===== config.mk =====
export PLATFORM = sky130hd
export DESIGN_NAME = spectrum_band_averager_core
export DESIGN_NICKNAME = d
export VERILOG_FILES = /design/src/sv/sba_pkg.sv /design/src/sv/sba_fifo.sv /design/src/sv/sba_front.sv /design/src/sv/sba_back.sv /design/src/sv/spectrum_band_averager_core.sv
export SDC_FILE = /design/constraint.sdc
export NUM_CORES = 2
export LEC_CHECK = 0
export ABC_CLOCK_PERIOD_IN_PS = 8100
export BUFFER_PORTS_ARGS = -buffer_cell sky130_fd_sc_hd__buf_4
export CORE_MARGIN = 2
export CORE_UTILIZATION = 55
export DETAILED_ROUTE_END_ITERATION = 7
export PLACE_DENSITY = 0.72
export SETUP_SLACK_MARGIN = 0.3
export SLEW_MARGIN = 20
export SYNTH_ARGS = -nofsm -noshare
export SYNTH_HDL_FRONTEND = slang
export SYNTH_SLANG_ARGS = --single-unit

===== constraint.sdc =====
create_clock -name clk_i -period 8.1 [get_ports clk_i]
set_input_delay 1.62 -clock clk_i [delete_from_list [all_inputs] [get_ports clk_i]]
set_output_delay 1.62 -clock clk_i [all_outputs]
set_load 0.02 [all_outputs]

===== src/sv/sba_pkg.sv =====
// Package for the spectrum band averager: constants, payload structs and state enums.
`timescale 1ns / 1ps
`default_nettype none
package sba_pkg;

  localparam int unsigned MAX_BANDS_DEF   = 64;
  localparam int unsigned MAG_WIDTH_DEF   = 16;
  localparam int unsigned MAX_BANDS_LIMIT = 256;

  localparam int unsigned MAG_W        = 16;
  localparam int unsigned BAND_COUNT_W = 7;
  localparam int unsigned SPACING_W    = 11;
  localparam int unsigned POS_W        = 16;
  localparam int unsigned SUM_W        = 32;
  localparam int unsigned LEVEL_W      = 16;
  localparam int unsigned BAR_W        = 16;
  localparam int unsigned BAND_IDX_W   = 6;
  // divisor field sized for the largest band count allowed
  localparam int unsigned DIV_W        = SPACING_W + 2 * $clog2(MAX_BANDS_LIMIT + 1);

  localparam int unsigned FRAC_W  = 16;
  localparam int unsigned LOG_E_W = 5;
  localparam int unsigned LOG_W   = LOG_E_W + FRAC_W;
  localparam int unsigned GAIN_W  = 20;
  localparam int unsigned PROD_W  = LOG_W + GAIN_W;
  localparam int unsigned STEP_W  = 4;

  // 0.2 / log2(10) in Q0.24
  localparam logic [GAIN_W-1:0] HEIGHT_GAIN = GAIN_W'(1010089);
  localparam int unsigned       ROUND_SHIFT = 24;

  localparam logic [BAND_COUNT_W-1:0] BAND_COUNT_RST = BAND_COUNT_W'(16);
  localparam logic [SPACING_W-1:0]    SPACING_RST    = SPACING_W'(1);

  localparam int unsigned JOB_DEPTH = 4;
  localparam int unsigned RES_DEPTH = 2;

  localparam int unsigned PADDR_W = 3;
  localparam int unsigned PDATA_W = 32;

  typedef enum logic {
    REG_BAND_COUNT = 1'b0,
    REG_SPACING    = 1'b1
  } reg_idx_e;

  typedef struct packed {
    logic [MAG_W-1:0] magnitude;
    logic             last_bin;
  } in_t;

  typedef struct packed {
    logic [BAND_IDX_W-1:0] band_index;
    logic [LEVEL_W-1:0]    band_level;
    logic [BAR_W-1:0]      bar_height;
    logic                  last_band;
  } out_t;

  typedef struct packed {
    logic [BAND_IDX_W-1:0] band_index;
    logic [SUM_W-1:0]      sum;
    logic [DIV_W-1:0]      divisor;
    logic                  last_band;
  } job_t;

  typedef enum logic [1:0] {
    FRONT_IDLE,
    FRONT_SQUARE,
    FRONT_SCALE
  } front_state_e;

  typedef enum logic [2:0] {
    BACK_IDLE,
    BACK_SAT,
    BACK_DIV,
    BACK_NORM,
    BACK_SQR,
    BACK_GAIN,
    BACK_OUT
  } back_state_e;

endpackage
`default_nettype wire


===== src/sv/sba_fifo.sv =====
// Small synchronous queue on flip-flops.
`timescale 1ns / 1ps
`default_nettype none
module sba_fifo #(
  parameter int unsigned WIDTH = 8,
  parameter int unsigned DEPTH = 4
) (
  input  wire logic             clk_i,
  input  wire logic             rst_ni,
  input  wire logic             push_i,
  input  wire logic [WIDTH-1:0] wdata_i,
  output logic                  full_o,
  input  wire logic             pop_i,
  output logic      [WIDTH-1:0] rdata_o,
  output logic                  empty_o
);

  localparam int unsigned AW = (DEPTH > 1) ? $clog2(DEPTH) : 1;

  logic [WIDTH-1:0] mem_q [DEPTH];
  logic [AW:0]      wr_ptr_q, wr_ptr_d;
  logic [AW:0]      rd_ptr_q, rd_ptr_d;
  logic             do_push, do_pop;

  assign empty_o = (wr_ptr_q == rd_ptr_q);
  assign full_o  = (wr_ptr_q[AW] != rd_ptr_q[AW]) && (wr_ptr_q[AW-1:0] == rd_ptr_q[AW-1:0]);
  assign do_push = push_i && !full_o;
  assign do_pop  = pop_i && !empty_o;
  assign rdata_o = mem_q[rd_ptr_q[AW-1:0]];

  always_comb begin
    wr_ptr_d = wr_ptr_q;
    rd_ptr_d = rd_ptr_q;
    if (do_push) begin
      wr_ptr_d = wr_ptr_q + (AW+1)'(1);
    end
    if (do_pop) begin
      rd_ptr_d = rd_ptr_q + (AW+1)'(1);
    end
  end

  always_ff @(posedge clk_i or negedge rst_ni) begin
    if (!rst_ni) begin
      wr_ptr_q <= '0;
      rd_ptr_q <= '0;
    end else begin
      wr_ptr_q <= wr_ptr_d;
      rd_ptr_q <= rd_ptr_d;
    end
  end

  always_ff @(posedge clk_i) begin
    if (do_push) begin
      mem_q[wr_ptr_q[AW-1:0]] <= wdata_i;
    end
  end

endmodule
`default_nettype wire


===== src/sv/sba_front.sv =====
// Front end: bin accumulation, band edge tracking and job issue.
`timescale 1ns / 1ps
`default_nettype none
module sba_front #(
  parameter int unsigned MAX_BANDS = sba_pkg::MAX_BANDS_DEF,
  parameter int unsigned MAG_WIDTH = sba_pkg::MAG_WIDTH_DEF
) (
  input  wire logic                               clk_i,
  input  wire logic                               rst_ni,
  input  wire sba_pkg::in_t                       in_data_i,
  input  wire logic                               push_i,
  output logic                                    full_o,
  input  wire logic [sba_pkg::BAND_COUNT_W-1:0]   band_count_i,
  input  wire logic [sba_pkg::SPACING_W-1:0]      spacing_i,
  output sba_pkg::job_t                           job_o,
  output logic                                    job_push_o,
  input  wire logic                               job_full_i,
  output logic                                    busy_o
);
  import sba_pkg::*;

  localparam int unsigned CB_W      = $clog2(MAX_BANDS + 1);
  localparam int unsigned SQ_W      = 2 * CB_W;
  localparam int unsigned EDGE_W    = SPACING_W + SQ_W;
  localparam int unsigned CMP_W     = (EDGE_W > POS_W) ? EDGE_W : POS_W;
  localparam int unsigned CNT_W     = (CB_W > BAND_COUNT_W) ? CB_W : BAND_COUNT_W;
  localparam int unsigned MAG_USE_W = (MAG_WIDTH < MAG_W) ? MAG_WIDTH : MAG_W;

  front_state_e      state_q, state_d;
  logic [POS_W-1:0]  pos_q, pos_d;
  logic              past_end_q, past_end_d;
  logic [CB_W-1:0]   band_q, band_d;
  logic [EDGE_W-1:0] edge_q, edge_d;
  logic [EDGE_W-1:0] prev_q, prev_d;
  logic [SUM_W-1:0]  sum_q, sum_d;
  logic [SQ_W-1:0]   sq_q, sq_d;

  logic [SUM_W-1:0]   mag;
  logic [CNT_W-1:0]   bc_ext;
  logic [CB_W-1:0]    eff;
  logic [SPACING_W-1:0] sp;
  logic               accept, active, hit;
  logic [SUM_W:0]     sum_add;
  logic [SUM_W-1:0]   sum_sat;
  logic [EDGE_W-1:0]  div;
  logic [CB_W:0]      band_inc;

  assign mag     = SUM_W'(in_data_i.magnitude[MAG_USE_W-1:0]);
  assign bc_ext  = CNT_W'(band_count_i);
  assign sp      = (spacing_i == '0) ? SPACING_W'(1) : spacing_i;
  assign full_o  = (state_q != FRONT_IDLE) || job_full_i;
  assign busy_o  = (state_q != FRONT_IDLE);
  assign accept  = push_i && !full_o;
  assign active  = !past_end_q && (band_q < eff);
  assign sum_add = {1'b0, sum_q} + {1'b0, mag};
  assign sum_sat = sum_add[SUM_W] ? '1 : sum_add[SUM_W-1:0];
  assign hit     = active && (CMP_W'(pos_q) == CMP_W'(edge_q));
  assign band_inc = {1'b0, band_q} + (CB_W+1)'(1);

  always_comb begin
    if (bc_ext == '0) begin
      eff = CB_W'(1);
    end else if (bc_ext > CNT_W'(MAX_BANDS)) begin
      eff = CB_W'(MAX_BANDS);
    end else begin
      eff = CB_W'(bc_ext);
    end
  end

  always_comb begin
    if (band_q == '0 || edge_q <= prev_q) begin
      div = EDGE_W'(1);
    end else begin
      div = edge_q - prev_q;
    end
  end

  assign job_o.band_index = BAND_IDX_W'(band_q);
  assign job_o.sum        = sum_sat;
  assign job_o.divisor    = DIV_W'(div);
  assign job_o.last_band  = (band_inc == {1'b0, eff});
  assign job_push_o       = accept && hit;

  always_comb begin
    state_d    = state_q;
    pos_d      = pos_q;
    past_end_d = past_end_q;
    band_d     = band_q;
    edge_d     = edge_q;
    prev_d     = prev_q;
    sum_d      = sum_q;
    sq_d       = sq_q;
    unique case (state_q)
      FRONT_IDLE: begin
        if (accept) begin
          if (active) begin
            sum_d = sum_sat;
            if (hit) begin
              sum_d   = mag;
              prev_d  = edge_q;
              band_d  = band_inc[CB_W-1:0];
              state_d = FRONT_SQUARE;
            end
          end
          if (!past_end_q) begin
            if (pos_q == '1) begin
              past_end_d = 1'b1;
            end else begin
              pos_d = pos_q + POS_W'(1);
            end
          end
          if (in_data_i.last_bin) begin
            state_d    = FRONT_IDLE;
            pos_d      = '0;
            past_end_d = 1'b0;
            band_d     = '0;
            edge_d     = '0;
            prev_d     = '0;
            sum_d      = '0;
          end
        end
      end
      FRONT_SQUARE: begin
        sq_d    = SQ_W'(band_q) * SQ_W'(band_q);
        state_d = FRONT_SCALE;
      end
      FRONT_SCALE: begin
        edge_d  = EDGE_W'(sp) * EDGE_W'(sq_q);
        state_d = FRONT_IDLE;
      end
      default: state_d = FRONT_IDLE;
    endcase
  end

  always_ff @(posedge clk_i or negedge rst_ni) begin
    if (!rst_ni) begin
      state_q    <= FRONT_IDLE;
      pos_q      <= '0;
      past_end_q <= 1'b0;
      band_q     <= '0;
      edge_q     <= '0;
      prev_q     <= '0;
      sum_q      <= '0;
    end else begin
      state_q    <= state_d;
      pos_q      <= pos_d;
      past_end_q <= past_end_d;
      band_q     <= band_d;
      edge_q     <= edge_d;
      prev_q     <= prev_d;
      sum_q      <= sum_d;
    end
  end

  always_ff @(posedge clk_i) begin
    sq_q <= sq_d;
  end

endmodule
`default_nettype wire


===== src/sv/sba_back.sv =====
// Back end: restoring divide, log2 by mantissa squaring and height scaling.
`timescale 1ns / 1ps
`default_nettype none
module sba_back (
  input  wire logic          clk_i,
  input  wire logic          rst_ni,
  input  wire sba_pkg::job_t job_i,
  input  wire logic          job_empty_i,
  output logic               job_pop_o,
  output sba_pkg::out_t      res_o,
  output logic               res_push_o,
  input  wire logic          res_full_i
);
  import sba_pkg::*;

  localparam int unsigned DSH_W = DIV_W + LEVEL_W;
  localparam int unsigned V_W   = LEVEL_W + 1;

  back_state_e           state_q, state_d;
  logic [SUM_W-1:0]      rem_q, rem_d;
  logic [DSH_W-1:0]      dsh_q, dsh_d;
  logic [LEVEL_W-1:0]    quo_q, quo_d;
  logic [STEP_W-1:0]     step_q, step_d;
  logic [BAND_IDX_W-1:0] idx_q, idx_d;
  logic                  last_q, last_d;
  logic [FRAC_W-1:0]     mant_q, mant_d;
  logic [LOG_W-1:0]      log_q, log_d;
  logic [PROD_W-1:0]     prod_q, prod_d;

  logic                  ge;
  logic [V_W-1:0]        v;
  logic [LOG_E_W-1:0]    e;
  logic [31:0]           vsh;
  logic [2*FRAC_W-1:0]   sq;
  logic [PROD_W-1:0]     rounded;

  assign ge      = (DSH_W'(rem_q) >= dsh_q);
  assign v       = {1'b0, quo_q} + V_W'(1);
  assign vsh     = 32'(v) << (LOG_E_W'(15) - e);
  assign sq      = (2*FRAC_W)'(mant_q) * (2*FRAC_W)'(mant_q);
  assign rounded = prod_q + (PROD_W'(1) << (ROUND_SHIFT - 1));

  always_comb begin
    e = '0;
    for (int i = 0; i < V_W; i++) begin
      if (v[i]) begin
        e = LOG_E_W'(i);
      end
    end
  end

  assign res_o.band_index = idx_q;
  assign res_o.band_level = quo_q;
  assign res_o.bar_height = rounded[ROUND_SHIFT +: BAR_W];
  assign res_o.last_band  = last_q;

  always_comb begin
    state_d    = state_q;
    rem_d      = rem_q;
    dsh_d      = dsh_q;
    quo_d      = quo_q;
    step_d     = step_q;
    idx_d      = idx_q;
    last_d     = last_q;
    mant_d     = mant_q;
    log_d      = log_q;
    prod_d     = prod_q;
    job_pop_o  = 1'b0;
    res_push_o = 1'b0;
    unique case (state_q)
      BACK_IDLE: begin
        if (!job_empty_i) begin
          job_pop_o = 1'b1;
          rem_d     = job_i.sum;
          dsh_d     = {job_i.divisor, {LEVEL_W{1'b0}}};
          idx_d     = job_i.band_index;
          last_d    = job_i.last_band;
          state_d   = BACK_SAT;
        end
      end
      BACK_SAT: begin
        if (ge) begin
          quo_d   = '1;
          state_d = BACK_NORM;
        end else begin
          quo_d   = '0;
          dsh_d   = dsh_q >> 1;
          step_d  = '1;
          state_d = BACK_DIV;
        end
      end
      BACK_DIV: begin
        if (ge) begin
          rem_d = rem_q - SUM_W'(dsh_q);
        end
        quo_d  = {quo_q[LEVEL_W-2:0], ge};
        dsh_d  = dsh_q >> 1;
        step_d = step_q - STEP_W'(1);
        if (step_q == '0) begin
          state_d = BACK_NORM;
        end
      end
      BACK_NORM: begin
        if (v[V_W-1]) begin
          mant_d = {1'b1, {(FRAC_W-1){1'b0}}};
        end else begin
          mant_d = vsh[FRAC_W-1:0];
        end
        log_d   = {e, {FRAC_W{1'b0}}};
        step_d  = '1;
        state_d = BACK_SQR;
      end
      BACK_SQR: begin
        mant_d = sq[2*FRAC_W-1] ? sq[2*FRAC_W-1 -: FRAC_W] : sq[2*FRAC_W-2 -: FRAC_W];
        log_d  = {log_q[LOG_W-1:FRAC_W], log_q[FRAC_W-2:0], sq[2*FRAC_W-1]};
        step_d = step_q - STEP_W'(1);
        if (step_q == '0) begin
          state_d = BACK_GAIN;
        end
      end
      BACK_GAIN: begin
        prod_d  = PROD_W'(log_q) * PROD_W'(HEIGHT_GAIN);
        state_d = BACK_OUT;
      end
      BACK_OUT: begin
        if (!res_full_i) begin
          res_push_o = 1'b1;
          state_d    = BACK_IDLE;
        end
      end
      default: state_d = BACK_IDLE;
    endcase
  end

  always_ff @(posedge clk_i or negedge rst_ni) begin
    if (!rst_ni) begin
      state_q <= BACK_IDLE;
      step_q  <= '0;
    end else begin
      state_q <= state_d;
      step_q  <= step_d;
    end
  end

  always_ff @(posedge clk_i) begin
    rem_q  <= rem_d;
    dsh_q  <= dsh_d;
    quo_q  <= quo_d;
    idx_q  <= idx_d;
    last_q <= last_d;
    mant_q <= mant_d;
    log_q  <= log_d;
    prod_q <= prod_d;
  end

endmodule
`default_nettype wire


===== src/sv/spectrum_band_averager_core.sv =====
// Top level of the spectrum band averager: config registers, front end, job queue, back end.
// Input: one bin per cycle while the job queue has room; a bin that closes a band stalls the input
//   while the front end forms the next edge (square, then scale).
// In the back end each band runs a 1-bit-per-cycle divide and 16 squarings;
//   a 4-deep job queue absorbs bursts of bands, a 2-deep result queue decouples the output.
// Reset (async, active low): band_count 16, spacing_factor 1, pass state and queues cleared.
`timescale 1ns / 1ps
`default_nettype none
module spectrum_band_averager_core #(
  parameter int unsigned MAX_BANDS = sba_pkg::MAX_BANDS_DEF,
  parameter int unsigned MAG_WIDTH = sba_pkg::MAG_WIDTH_DEF
) (
  input  wire logic                          clk_i,
  input  wire logic                          rst_ni,
  input  wire sba_pkg::in_t                  in_data_i,
  input  wire logic                          push,
  output logic                               full,
  output sba_pkg::out_t                      out_data_o,
  output logic                               empty,
  input  wire logic                          pop,
  input  wire logic                          psel,
  input  wire logic                          penable,
  input  wire logic                          pwrite,
  input  wire logic [sba_pkg::PADDR_W-1:0]   paddr,
  input  wire logic [sba_pkg::PDATA_W-1:0]   pwdata,
  output logic      [sba_pkg::PDATA_W-1:0]   prdata,
  output logic                               pready
);
  import sba_pkg::*;

  logic [BAND_COUNT_W-1:0] band_count_q;
  logic [SPACING_W-1:0]    spacing_q;
  reg_idx_e                reg_idx;
  logic                    cfg_write;

  job_t job_in, job_head;
  logic job_push, job_full, job_pop, job_empty;
  logic front_busy;
  out_t res;
  logic res_push, res_full;

  assign pready    = 1'b1;
  assign cfg_write = psel && penable && pwrite && pready;
  assign reg_idx   = reg_idx_e'(paddr[2]);

  always_comb begin
    unique case (reg_idx)
      REG_BAND_COUNT: prdata = PDATA_W'(band_count_q);
      REG_SPACING:    prdata = PDATA_W'(spacing_q);
      default:        prdata = '0;
    endcase
  end

  always_ff @(posedge clk_i or negedge rst_ni) begin
    if (!rst_ni) begin
      band_count_q <= BAND_COUNT_RST;
      spacing_q    <= SPACING_RST;
    end else if (cfg_write) begin
      unique case (reg_idx)
        REG_BAND_COUNT: band_count_q <= pwdata[BAND_COUNT_W-1:0];
        REG_SPACING:    spacing_q    <= pwdata[SPACING_W-1:0];
        default: ;
      endcase
    end
  end

  sba_front #(
    .MAX_BANDS(MAX_BANDS),
    .MAG_WIDTH(MAG_WIDTH)
  ) u_front (
    .clk_i       (clk_i),
    .rst_ni      (rst_ni),
    .in_data_i   (in_data_i),
    .push_i      (push),
    .full_o      (full),
    .band_count_i(band_count_q),
    .spacing_i   (spacing_q),
    .job_o       (job_in),
    .job_push_o  (job_push),
    .job_full_i  (job_full),
    .busy_o      (front_busy)
  );

  sba_fifo #(
    .WIDTH($bits(job_t)),
    .DEPTH(JOB_DEPTH)
  ) u_job_fifo (
    .clk_i  (clk_i),
    .rst_ni (rst_ni),
    .push_i (job_push),
    .wdata_i(job_in),
    .full_o (job_full),
    .pop_i  (job_pop),
    .rdata_o(job_head),
    .empty_o(job_empty)
  );

  sba_back u_back (
    .clk_i      (clk_i),
    .rst_ni     (rst_ni),
    .job_i      (job_head),
    .job_empty_i(job_empty),
    .job_pop_o  (job_pop),
    .res_o      (res),
    .res_push_o (res_push),
    .res_full_i (res_full)
  );

  sba_fifo #(
    .WIDTH($bits(out_t)),
    .DEPTH(RES_DEPTH)
  ) u_res_fifo (
    .clk_i  (clk_i),
    .rst_ni (rst_ni),
    .push_i (res_push),
    .wdata_i(res),
    .full_o (res_full),
    .pop_i  (pop),
    .rdata_o(out_data_o),
    .empty_o(empty)
  );

  a_job_no_overflow: assert property (@(posedge clk_i) disable iff (!rst_ni)
    job_push |-> !job_full)
    else $error("job pushed into a full queue");

  a_res_no_overflow: assert property (@(posedge clk_i) disable iff (!rst_ni)
    res_push |-> !res_full)
    else $error("result pushed into a full queue");

  a_busy_stalls: assert property (@(posedge clk_i) disable iff (!rst_ni)
    front_busy |-> full)
    else $error("input open while edge computation runs");

  a_busy_after_edge: assert property (@(posedge clk_i) disable iff (!rst_ni)
    $rose(front_busy) |-> $past(job_push))
    else $error("edge computation started without a band transaction");

endmodule
`default_nettype wire


==> results.yml <==
global_routing:
  grt_max_degree: 129
  gr-total-overflow: 0
  grt_pass1_vias: 34514
  grt_pass1_wl_microns: 181000
  antenna_found_initial: 0
  grt_use_total: 0.238
final_layout:
  finalNetCount: 5650
  filler_cell_count: 7382
  most-common-layout-cells: "738 x inv_1, 497 x edfxtp_1, 459 x fa_1, 459 x ha_1, 379 x nand2_1"
  syn2layout_area_growth_pct: 8.79
  final_common_cell: "inv_1"
  n_antenna_cell: 0
  final_cells: 5973
  fin_util: 0.606
  drive_above_1_share: 0.102
critical_path:
  cp.required_ns: 8.44
  path_max_fanout: 15
  crit_path_top_delay_cell: "edfxtp_1"
  cpMostUsedCell: "fa_1"
  path_buf_inv: 6
  path_class: "reg2reg"
  crit_arrival_ns: 7.77
  path_cells: "buf_4 > and2_1 > fa_1 > inv_1 > fa_1 > fa_1 > fa_1 > inv_1 > fa_1 > inv_1 > fa_1 > inv_1 > ha_1 > a21o_1 > a21o_1 > a2111oi_2 > o31ai_1 > a21oi_1 > a31oi_1 > nor3b_2 > xnor2_4 > buf_4 > mux2i_1 > a2bb2oi_1"
  cp-start-kind: "flop"
  crit_path_end_kind: "flop"
  crit_family: "adder cells"
  slowest_delay_ns: 0.57
route:
  avgRoutedWirePerCell_microns: 18.3
  first_iter_violations: 2411
  dr_total_vias: 33256
  drtAntennaViolNets: 0
  post_drt_via_cell_ratio: 5.57
  drc: 0
  drtPass1Iterations: 5
  routed_wirelength_microns: 109000
yosys:
  synth_seq_area_share: 0.362
  synthArstFlopShare: 0.223
  syn_area_per_cell_sq_um: 11.1
  synth_edf_count: 497
  ys_types: 94
  synth-seq-cells: 640
  yosysWarningCount: 0
  ys.flop_type: "edfxtp_1"
  netlist_area_sq_um: 51200
  synthCells: 4596
placement:
  port_buffers: 87
  dp_slack_ns: 0.425
  dpl.cell_count: 5824
  routabilityCongestion: 0.934
  hpwl_microns: 81400
die:
  coreArea_sq_um: 91900
  die_y_microns: 309
  die-area_sq_um: 95500
  start_util: 0.557
  chipWidth_microns: 309
  rows: 111
  ios: 133
sta:
  hold_viol_final: 0
  rsz0062_at_grt: "no"
  fin_crit_sh: 0.917
  slew_headroom: 0.251
  tightest_slew_ns: 1.12
  period_minus_slack_ns: 7.42
  setup_violations: 0
  fin_ws_ns: 0.675
  drv_slew: 0
  clock.fmax_mhz: 135
  fin_skew_ns: 0.0271
  fin_tns_setup_ns: 0
cts:
  htree_levels: 3
  path_clk_slew_ns: 0.06
  cts_sinks: 640
  worstSkewPairLatency_ns: 0.64
  cts_tree: "yes"
  cts-root-buf: "clkbuf_16"
  clockBufferDepth: 3
  cts_buffers: 71
flow_run:
  drv_cap: 0
status:
  status: "finished clean"
min_path:
  hp-class: "reg2reg"
[cells by family (layout without fill, tap and decap cells)]
logic type,Yosys count,count (layout),share of synthesized area
AND/OR/NAND/NOR,1074,1074,0.102
adder cells (fa/ha/maj),918,918,0.292
buffers and inverters,917,1022,0.0705
flip-flops,640,640,0.362
AO/OA/AOI/OAI,631,631,0.0806
XOR/XNOR,224,224,0.0385
multiplexers,190,190,0.0552
other,2,31,0.000147
[sequential cells by signal, indices dropped and copies added (netlist names), 4 cells and up]
register / count
u_front.band_q: 7
u_back.rem_q: 32
u_back.mant_q: 16
u_front.sq_q: 13
u_front.prev_q: 25
spacing_q: 11
u_front.sum_q: 32
u_back.log_q: 21
u_res_fifo.mem_q: 78
band_count_q: 7
u_front.pos_q: 16
u_back.step_q: 4
u_back.quo_q: 16
u_back.prod_q: 17
u_back.dsh_q: 41
u_back.idx_q: 6
u_front.edge_q: 25
u_job_fifo.mem_q: 256
[worst paths after layout]
kind	slack, ns	endpoint	cells after the start	start
setup / recovery	0.68	u_back.mant_q[10]$_DFFE_PP_	24	u_back.mant_q[8]$_DFFE_PP_
setup reg to reg	0.68	u_back.mant_q[10]$_DFFE_PP_	24	u_back.mant_q[8]$_DFFE_PP_
max in group asynchronous	6.18	spacing_q[8]$_DFFE_PN0P_	2	rst_ni
hold / removal	0.45	u_res_fifo.mem_q[0][33]$_DFFE_PP_	0	u_back.idx_q[0]$_DFFE_PP_
hold reg to reg	0.45	u_res_fifo.mem_q[0][33]$_DFFE_PP_	0	u_back.idx_q[0]$_DFFE_PP_
min in group asynchronous	0.85	u_back.state_q[0]$_DFFE_PN0P_	1	rst_ni
[layer usage]
| layer | global-route usage | vias to the layer above | share of wire |
|---|---|---|---|
| met5 | 0 | - | 0 |
| met4 | 0.0608 | 0 | 0.022 |
| met3 | 0.0330 | 169 | 0.051 |
| met2 | 0.397 | 778 | 0.48 |
| met1 | 0.331 | 16681 | 0.45 |
| li1 | - | 15628 | - |
[cells in the mapped netlist, drive strengths merged (8+ instances only)]
master  instances  area (sq um)
inv           738          2770
edfxtp        497         14900
fa            459          9190
ha            459          5740
nand2         381          1450
nor2          214           806
o21ai         177           890
and2          170          1060
a21oi         145           733
dfrtp         141          3530
xnor2         130          1140
clkbuf        115           432
mux2           96          1080
xor2           94           831
buf            64           404
mux4           64          1440
a21o           58           435
nand3          57           290
nor3           47           245
nor2b          41           257
nand4          38           263
and3           37           231
o21a           34           255
mux2i          30           300
nand2b         29           181
a31oi          28           203
a22o           23           201
o22ai          19           119
a211oi         17           128
a221o          17           170
nor4           16           100
o21bai         15           113
or2            14          87.6
o211ai         10          75.1
o31ai           9          67.6
a211o           8          71.3
[layout make-up]
cell class	instances	area, sq um	area share
flip-flops and latches	640	18500	0.333
multi-input cells	3068	29300	0.526
inverters	738	2770	0.0498
clock inverters	46	495	0.00890
well taps	1243	1560	0.0279
clock buffers	84	1870	0.0335
repair buffers	154	1200	0.0215
[repair_timing]
item | 4_1_cts | 5_1_grt
resized for setup | 0 | 2
setup buffers | 0 | 19
hold buffers | 0 | 0
setup endpoints to repair | 0 | 17
[stage by stage]
stage / hold slack, ns / area (sq um)
final: 0.448 / 55700
after CTS: 0.452 / 55500
after floorplan: 0.421 / 51300
after global placement: 0.429 / 53100
after global routing: 0.460 / 55700
after detailed placement: 0.438 / 53100
Power is left out: the tool's default activity adds up to more than one toggle a clock period on the data nets, which glitch-free logic cannot reach.
